$ cat config.mk
export PLATFORM = sky130hd
export DESIGN_NAME = mer_dist
export DESIGN_NICKNAME = d
export VERILOG_FILES = /design/src/rtl/core/mer_pkg.sv /design/src/rtl/core/mer_dist.sv
export SDC_FILE = /design/constraint.sdc
export NUM_CORES = 1
export LEC_CHECK = 0
export BUFFER_PORTS_ARGS = -buffer_cell sky130_fd_sc_hd__buf_2
export CORE_MARGIN = 2
export CORE_UTILIZATION = 67
export DETAILED_ROUTE_END_ITERATION = 12
export MAX_ROUTING_LAYER = met4
export PLACE_DENSITY = 0.84
export SLEW_MARGIN = 20
export SYNTH_ARGS = -nofsm -noshare
export SYNTH_HDL_FRONTEND = slang
export SYNTH_SLANG_ARGS = --single-unit
$ cat constraint.sdc
create_clock -name vclk -period 11.3
set_input_delay 2.26 -clock vclk [all_inputs]
set_output_delay 2.26 -clock vclk [all_outputs]
set_load 0.01 [all_outputs]
$ cat src/rtl/core/mer_pkg.sv
// ----------------------------------------------------------------------------
// mer_pkg: shared definitions for the multichannel echo ranging block
// Action codes, channel mode codes, result status codes, field widths and
// the packed result record used between the compute and output stages.
// ----------------------------------------------------------------------------
package mer_pkg;

	// Field widths of the transaction ports.
	localparam int ACT_W   = 3;
	localparam int ID_W    = 3;
	localparam int STAT_W  = 2;
	localparam int DIST_W  = 18;
	localparam int PULSE_W = 20;
	localparam int TIME_W  = 32;
	localparam int CNT_W   = 32;
	localparam int TMO_W   = 20;
	localparam int MODE_W  = 3;

	// Input actions.
	localparam logic [ACT_W-1:0] ACT_TICK  = 3'd0;
	localparam logic [ACT_W-1:0] ACT_EDGE  = 3'd1;
	localparam logic [ACT_W-1:0] ACT_START = 3'd2;
	localparam logic [ACT_W-1:0] ACT_LATCH = 3'd3;
	localparam logic [ACT_W-1:0] ACT_READ  = 3'd4;
	localparam logic [ACT_W-1:0] ACT_CLEAR = 3'd5;

	// Per-channel measurement modes.
	localparam logic [MODE_W-1:0] M_IDLE  = 3'd0;
	localparam logic [MODE_W-1:0] M_WRISE = 3'd1;
	localparam logic [MODE_W-1:0] M_WFALL = 3'd2;
	localparam logic [MODE_W-1:0] M_DONE  = 3'd3;
	localparam logic [MODE_W-1:0] M_TMO   = 3'd4;
	localparam logic [MODE_W-1:0] M_FAULT = 3'd5;

	// Result status codes.
	localparam logic [STAT_W-1:0] S_VALID = 2'd0;
	localparam logic [STAT_W-1:0] S_TMO   = 2'd1;
	localparam logic [STAT_W-1:0] S_FAULT = 2'd2;

	// Reset value of the timeout register in microseconds.
	localparam logic [TMO_W-1:0] TIMEOUT_RST = 20'd25000;

	// Largest pulse width; also the reset value of the running minimum.
	localparam logic [PULSE_W-1:0] PULSE_MAX = {PULSE_W{1'b1}};

	// distance = floor(pulse * 1715 / 10000) = floor(pulse * 343 / 2000),
	// computed as (pulse * DIST_MULT) >> DIST_SHIFT with
	// DIST_MULT = ceil(343 * 2^32 / 2000). Exact for every 20-bit pulse.
	localparam int DIST_MULT_W = 30;
	localparam int DIST_SHIFT  = 32;
	localparam logic [DIST_MULT_W-1:0] DIST_MULT = 30'd736586892;

	// One result transaction.
	typedef struct packed {
		logic [ID_W-1:0]    channel_id;
		logic [STAT_W-1:0]  status;
		logic [DIST_W-1:0]  distance_mm;
		logic [CNT_W-1:0]   sample_count;
		logic [PULSE_W-1:0] min_pulse;
		logic [PULSE_W-1:0] max_pulse;
		logic [PULSE_W-1:0] last_pulse;
		logic [CNT_W-1:0]   timeout_total;
		logic               any_fault;
		logic               last_of_run;
	} res_t;

endpackage

$ cat src/rtl/core/mer_dist.sv
// ----------------------------------------------------------------------------
// mer_dist: pulse width to distance conversion
// Converts an echo pulse width in microseconds to millimeters, truncated,
// with one constant multiply and a fixed shift in place of a divider.
// ----------------------------------------------------------------------------
module mer_dist
	import mer_pkg::*;
(
	input  logic [PULSE_W-1:0] pulse,
	output logic [DIST_W-1:0]  distance
);

	localparam int PROD_W = PULSE_W + DIST_MULT_W;

	logic [PROD_W-1:0] prod;

	// Scaled reciprocal multiply; the top bits hold the quotient.
	assign prod     = PROD_W'(pulse) * PROD_W'(DIST_MULT);
	assign distance = prod[DIST_SHIFT +: DIST_W];

endmodule

==> impl_metrics.yaml, run 1 <==
critical_path:
  cp.arrival_ns: 8.73
  cp_data_required_time_ns: 9.04
  end_kind: "output pin"
  path_class: "in -> out"
  path_max_fanout: 7
  start_kind: "primary input"
final_layout:
  drive_gt1_frac: 0.0528
  n_clock_buffer: 0
  seq_cells: 0
  final_net_count: 1438
  antenna_cells: 0
  syn2layout_area_growth_pct: 4.20
  seq_area_um2: 0
status:
  outcome: "finished clean"
grt:
  grt_max_degree: 11
  antenna_found_initial: 0
  track_usage: 0.361
  overflow: 0
  grt_pass1_wl_um: 39300
  grt_pass1_vias: 7160
die:
  die-area_mm2: 0.0153
  io_pins: 38
  fp.dieW_um: 124
  core_area_mm2: 0.0139
  rows: 43
  start_util: 0.688
  fp.dieH_um: 124
cts:
  cts_resized: 0
  holdBufCountCts: 0
  postCtsSetupBuffers: 0
synth:
  synth.top_cell.area_share: 0.463
  netlist_instances: 951
  yosys_warnings: 0
  synth_top_cell_by_area: "fa_1"
  syn-cell-area_mm2: 0.00959
  ys_seq_area_frac: 0
  syn_avg_cell_area_um2: 10.1
  ys_top_cells_by_area: "fa_1 46%, ha_1 27%, inv_1 11%, a21oi_1 1.8%, xnor2_1 1.5%"
  ys_types: 52
  mappedNetlistNets: 1402
flow_run:
  cap_violations: 0
detailed_routing:
  drc_errors: 0
  routed_wl_um: 24200
  drt-initial-drc-count: 455
  vias_per_cell: 5.68
  dr.pass1.iters: 5
  via_count: 6618
  ant_nets: 0
  post_drt_wl_per_cell_um: 20.8
sta:
  fin_setup_tns_ns: 0
  hold_viol_final: 0
  rsz0062_at_grt: "false"
  period_needed_ns: 10.99
  period_share: 0.972
  drv_slew: 0
  fmax_ghz: 0.0910
  setup_viol: 0
  maxSlewHeadroom: 0.513
  worstMarginPinSlew_ns: 0.720
min_path:
  hold_path.class: "in -> out"
placement:
  io_buffer_count: 38
  gp_congestion: 1.13
  hpwlAfterDp_um: 22700
==> cell type report <==
cell class	count	area [um2]
Fill cell	1077	3940
Timing Repair Buffer	39	198
Multi-Input combinational cell	659	8490
Tap cell	180	225
Inverter	287	1080
==> worst paths after layout <==
| path | start | endpoint | slack, ns | cells past startpoint |
|---|---|---|---|---|
| min | pulse[19] | distance[17] | 5.36 | 5 |
| max | pulse[7] | distance[12] | 0.31 | 22 |
==> cells in the final DEF, fill, tap and decap left out, types with 2 or more instances in the layout <==
cell type  count
a211oi_1       4
a21oi_1       35
o211ai_1       5
a221oi_1       2
nor4_1         3
o21a_1         7
ha_1         209
nand2_1       18
nor2_1        15
or2_2          5
nor2b_1        6
a31oi_1        8
a21o_1        18
o21bai_1       2
o21ai_0       11
and3_1         4
nand3_1       13
fa_1         222
o21ai_1        3
buf_2         38
nand4_1        9
nand2b_1       3
xnor2_1       16
nor3_1         7
inv_1        287
xor2_1         6
o31ai_1        3
or3_4          2
==> cells in the mapped netlist, drive strengths merged, types with 6 or more instances <==
| cell | instances |
|---|---|
| a31oi | 8 |
| nor3 | 7 |
| nand4 | 9 |
| o21ai | 15 |
| nand3 | 14 |
| nor2 | 15 |
| xnor2 | 16 |
| a21oi | 35 |
| inv | 287 |
| xor2 | 6 |
| o21a | 7 |
| nand2 | 18 |
| fa | 222 |
| a21o | 19 |
| ha | 209 |
| nor2b | 6 |
==> through the flow <==
step | hold WS [ns] | utilization | setup slack (ns) | std cells | area, um2
after floorplan | 4.91 | - | 1.16 | 951 | 9590
after global placement | 5.29 | 0.717 | 0.441 | 1165 | 9990
after detailed placement | 5.33 | 0.717 | 0.379 | 1165 | 9990
after CTS | 5.33 | 0.717 | 0.361 | 1165 | 9990
after global routing | 5.37 | 0.717 | 0.0272 | 1165 | 9990
final | 5.36 | 0.717 | 0.312 | 1165 | 9990
==> per-layer routing <==
layer  vias up  GRT usage  part of all wire
li1       3063          -                 -
met1      3283      0.531              0.45
met2       232      0.527              0.43
met3        40     0.0604             0.078
met4         0     0.0930             0.035
met5         -          -                 0
==> worst max-delay path: stages <==
cell and delay, ns:
buf_2 0.16, ha_1 0.52, inv_1 0.13, fa_1 0.56, inv_1 0.07, fa_1 0.49
fa_1 0.59, fa_1 0.44, fa_1 0.51, inv_1 0.08, fa_1 0.48, inv_1 0.04
ha_1 0.34, a21oi_1 0.20, o211ai_1 0.13, a31oi_1 0.17, o21ai_0 0.19, o31ai_1 0.55
nand2_1 0.16, a211oi_1 0.33, xnor2_1 0.16, buf_2 0.15
==> cell families after synthesis <==
kind of cell	Yosys count	synth area share
fa+ha+maj	431	0.736
buf+inv	292	0.114
simple gates	93	0.0523
compound gates	113	0.0771
xor+xnor	22	0.0201
Power of run 1 is not shown: default switching activity piles up to over one toggle a cycle in this logic, so the estimate is an artifact.
==> run 2, diff against run 1 <==
--- a/config.mk
+++ b/config.mk
@@ -6,11 +6,12 @@
 export NUM_CORES = 1
 export LEC_CHECK = 0
 export BUFFER_PORTS_ARGS = -buffer_cell sky130_fd_sc_hd__buf_2
-export CORE_MARGIN = 2
+export CORE_MARGIN = 1
 export CORE_UTILIZATION = 67
 export DETAILED_ROUTE_END_ITERATION = 12
 export MAX_ROUTING_LAYER = met4
 export PLACE_DENSITY = 0.84
+export RECOVER_POWER = 50
 export SLEW_MARGIN = 20
 export SYNTH_ARGS = -nofsm -noshare
 export SYNTH_HDL_FRONTEND = slang
==> impl_metrics.yaml, run 2 (same netlist as run 1, synthesis figures left out) <==
status:
  outcome: "finished clean"
final_layout:
  antenna_cells: 0
  seq_cells: 0
  seq_area_um2: 0
  final_cell_mix: "287 x inv_1, 222 x fa_1, 209 x ha_1, 35 x a21oi_1, 32 x buf_2"
  n_clock_buffer: 0
  fill_cells: 1048
  drive_gt1_frac: 0.0477
  final_net_count: 1438
  layout_commonest_cell: "inv_1"
  fin_cells: 1165
  syn2layout_area_growth_pct: 4.19
critical_path:
  crit_buf_inv: 6
  slowest_delay_ns: 0.59
  cp.arrival_ns: 8.73
  path_max_fanout: 8
  end_kind: "output pin"
  crit_chain: "buf_2, ha_1, inv_1, fa_1, fa_1, inv_1, fa_1, fa_1, fa_1, inv_1, fa_1, inv_1, ha_1, nand4_1, nor4_1, nand4_1, o2bb2ai_1, o31ai_1, o211ai_1, a21oi_1, xnor2_1, buf_2"
  path_class: "in -> out"
  cp_data_required_time_ns: 9.04
  crit_path_top_delay_cell: "fa_1"
  crit_path_frequent_cell: "fa_1"
  cpLargestDelayFamily: "adder cells"
  start_kind: "primary input"
grt:
  overflow: 0
  grt_pass1_vias: 7283
  antenna_found_initial: 0
  track_usage: 0.380
  grt_pass1_wl_um: 39800
  grt_max_degree: 11
sta:
  fin_setup_tns_ns: 0
  hold_viol_final: 0
  period_share: 0.972
  worst_hold_slack_ns: 5.34
  worstMarginPinSlew_ns: 0.721
  rsz0062_at_grt: "false"
  period_needed_ns: 10.99
  fmax_ghz: 0.0910
  maxSlewHeadroom: 0.519
  drv_slew: 0
  setup_viol: 0
detailed_routing:
  routed_wl_um: 24400
  post_drt_wl_per_cell_um: 20.9
  drc_errors: 0
  vias_per_cell: 5.68
  via_count: 6616
  ant_nets: 0
  dr.pass1.iters: 5
  drt-initial-drc-count: 318
placement:
  io_buffer_count: 38
  gp_congestion: 1.05
  hpwlAfterDp_um: 23200
  dp.cells: 1165
flow_run:
  cap_violations: 0
die:
  start_util: 0.688
  rows: 43
  core_area_mm2: 0.0139
  fp.dieW_um: 122
  die-area_mm2: 0.0148
  fp.dieH_um: 122
  io_pins: 38
min_path:
  hold_path.class: "in -> out"
cts:
  cts_resized: 0
  postCtsSetupBuffers: 0
  holdBufCountCts: 0
[run 2: through the flow]
stage / area, um2 / worst slack [ns] / util
5_1_grt: 9990 / 0.0546 / 0.717
4_1_cts: 9990 / 0.324 / 0.717
2_1_floorplan: 9590 / 1.16 / -
6_report: 9990 / 0.311 / 0.717
3_3_place_gp: 9990 / 0.407 / 0.717
3_5_place_dp: 9990 / 0.339 / 0.717
[run 2: area by class of cell]
type | count | area [um2] | share of cell area
Tap cell | 180 | 225 | 0.0225
Inverter | 287 | 1080 | 0.108
Timing Repair Buffer | 39 | 190 | 0.0190
Multi-Input combinational cell | 659 | 8500 | 0.851
[run 2: layer usage]
metal | part of all wire | GRT usage | up-vias | wire length [um]
li1 | - | - | 3062 | -
met5 | 0 | - | - | 0
met2 | 0.44 | 0.564 | 217 | 10800
met4 | 0.057 | 0.163 | 0 | 1390
met1 | 0.44 | 0.523 | 3279 | 10800
met3 | 0.059 | 0.0552 | 58 | 1440
[run 2: final timing paths]
path      start           end  slack, ns  depth (start not counted)
min   pulse[19]  distance[17]       5.34                          5
max    pulse[9]  distance[14]       0.31                         22
[run 2: worst min-delay path: cells and delay by family]
kind,cells,cell delay [ns]
adders and majority gates,1,0.22
buffers and inverters,2,0.34
xor gates and xnor gates,2,0.26
Power of run 2 is left out for the same reason.
==> run 3, diff against run 2 <==
--- a/config.mk
+++ b/config.mk
@@ -10,7 +10,7 @@
 export CORE_UTILIZATION = 67
 export DETAILED_ROUTE_END_ITERATION = 12
 export MAX_ROUTING_LAYER = met4
-export PLACE_DENSITY = 0.84
+export PLACE_DENSITY = 0.95
 export RECOVER_POWER = 50
 export SLEW_MARGIN = 20
 export SYNTH_ARGS = -nofsm -noshare
==> impl_metrics.yaml, run 3 (same netlist as run 1, synthesis figures left out) <==
die:
  fp.dieW_um: 122
  rows: 43
  start_util: 0.688
  fp.dieH_um: 122
  io_pins: 38
  die-area_mm2: 0.0148
  core_area_mm2: 0.0139
status:
  outcome: "finished clean"
critical_path:
  start_kind: "primary input"
  cp.arrival_ns: 8.76
  path_class: "in -> out"
  cp_data_required_time_ns: 9.04
  end_kind: "output pin"
  path_max_fanout: 7
final_layout:
  final_cell_mix: "287 x inv_1, 222 x fa_1, 209 x ha_1, 35 x a21oi_1, 32 x buf_2"
  final_net_count: 1437
  fill_cells: 949
  multi_input_area_mm2: 0.00850
  n_clock_buffer: 0
  seq_cells: 0
  syn2layout_area_growth_pct: 4.16
  antenna_cells: 0
  seq_area_um2: 0
  drive_gt1_frac: 0.0478
  layout_commonest_cell: "inv_1"
grt:
  track_usage: 0.386
  overflow: 0
  grt_pass1_vias: 7809
  grt_pass1_wl_um: 41100
  grt_max_degree: 11
  antenna_found_initial: 0
sta:
  setup_viol: 0
  fin_setup_tns_ns: 0
  rsz0062_at_grt: "false"
  period_share: 0.976
  fmax_ghz: 0.0907
  maxSlewHeadroom: 0.531
  period_needed_ns: 11.02
  hold_viol_final: 0
  worstMarginPinSlew_ns: 0.703
  drv_slew: 0
placement:
  gp_congestion: 1.10
  hpwlAfterDp_um: 23400
  io_buffer_count: 38
detailed_routing:
  drc_errors: 0
  drt-initial-drc-count: 588
  ant_nets: 0
  vias_per_cell: 6.08
  post_drt_wl_per_cell_um: 21.6
  dr.pass1.iters: 5
  routed_wl_um: 25100
  via_count: 7077
min_path:
  worstHoldStart: "pulse[19]"
  whs_endpoint: "distance[17]"
  hold_path.class: "in -> out"
  hold_depth: 5
cts:
  postCtsSetupBuffers: 0
  cts_resized: 0
  holdBufCountCts: 0
flow_run:
  cap_violations: 0
## run 3: stage by stage
stage	utilization	cell area (um2)	hold slack [ns]	setup WS (ns)	std cells
floorplan	-	9590	4.91	1.16	951
global placement	0.717	9990	5.29	0.466	1164
detailed placement	0.717	9990	5.33	0.345	1164
CTS	0.717	9990	5.32	0.308	1164
global route	0.717	9990	5.37	0.0618	1164
finish	0.717	9990	5.33	0.276	1164
## run 3: worst max-delay path by stage
stage | end | start
4_1_cts | distance[14] | pulse[8]
3_5_place_dp | distance[14] | pulse[8]
3_3_place_gp | distance[11] | pulse[8]
2_1_floorplan | distance[16] | pulse[2]
5_1_grt | distance[14] | pulse[7]
6_report | distance[5] | pulse[7]
## run 3: worst max-delay path, stage by stage
cell     delay [ns]
buf_2          0.17
ha_1           0.52
inv_1          0.11
fa_1           0.55
inv_1          0.06
fa_1           0.49
fa_1           0.64
fa_1           0.45
fa_1           0.50
inv_1          0.05
fa_1           0.49
inv_1          0.05
ha_1           0.36
nand4_1        0.21
nor2_1         0.23
nand2_1        0.08
o41ai_1        0.53
o21ai_1        0.25
o21ai_1        0.25
a21oi_1        0.12
xnor2_1        0.22
buf_2          0.17
## run 3: layout make-up
type	instances	share of cell area
inverter	287	0.108
timing repair buffer	38	0.0183
tap	180	0.0225
multi-input combinational	659	0.851
## run 3: layer usage
layer / up-vias / wire (um) / track usage
li1: 3060 / - / -
met1: 3543 / 9890 / 0.490
met2: 377 / 11800 / 0.609
met3: 97 / 2020 / 0.0604
met4: 0 / 1380 / 0.181
met5: - / 0 / -
Power of run 3 is left out for the same reason.
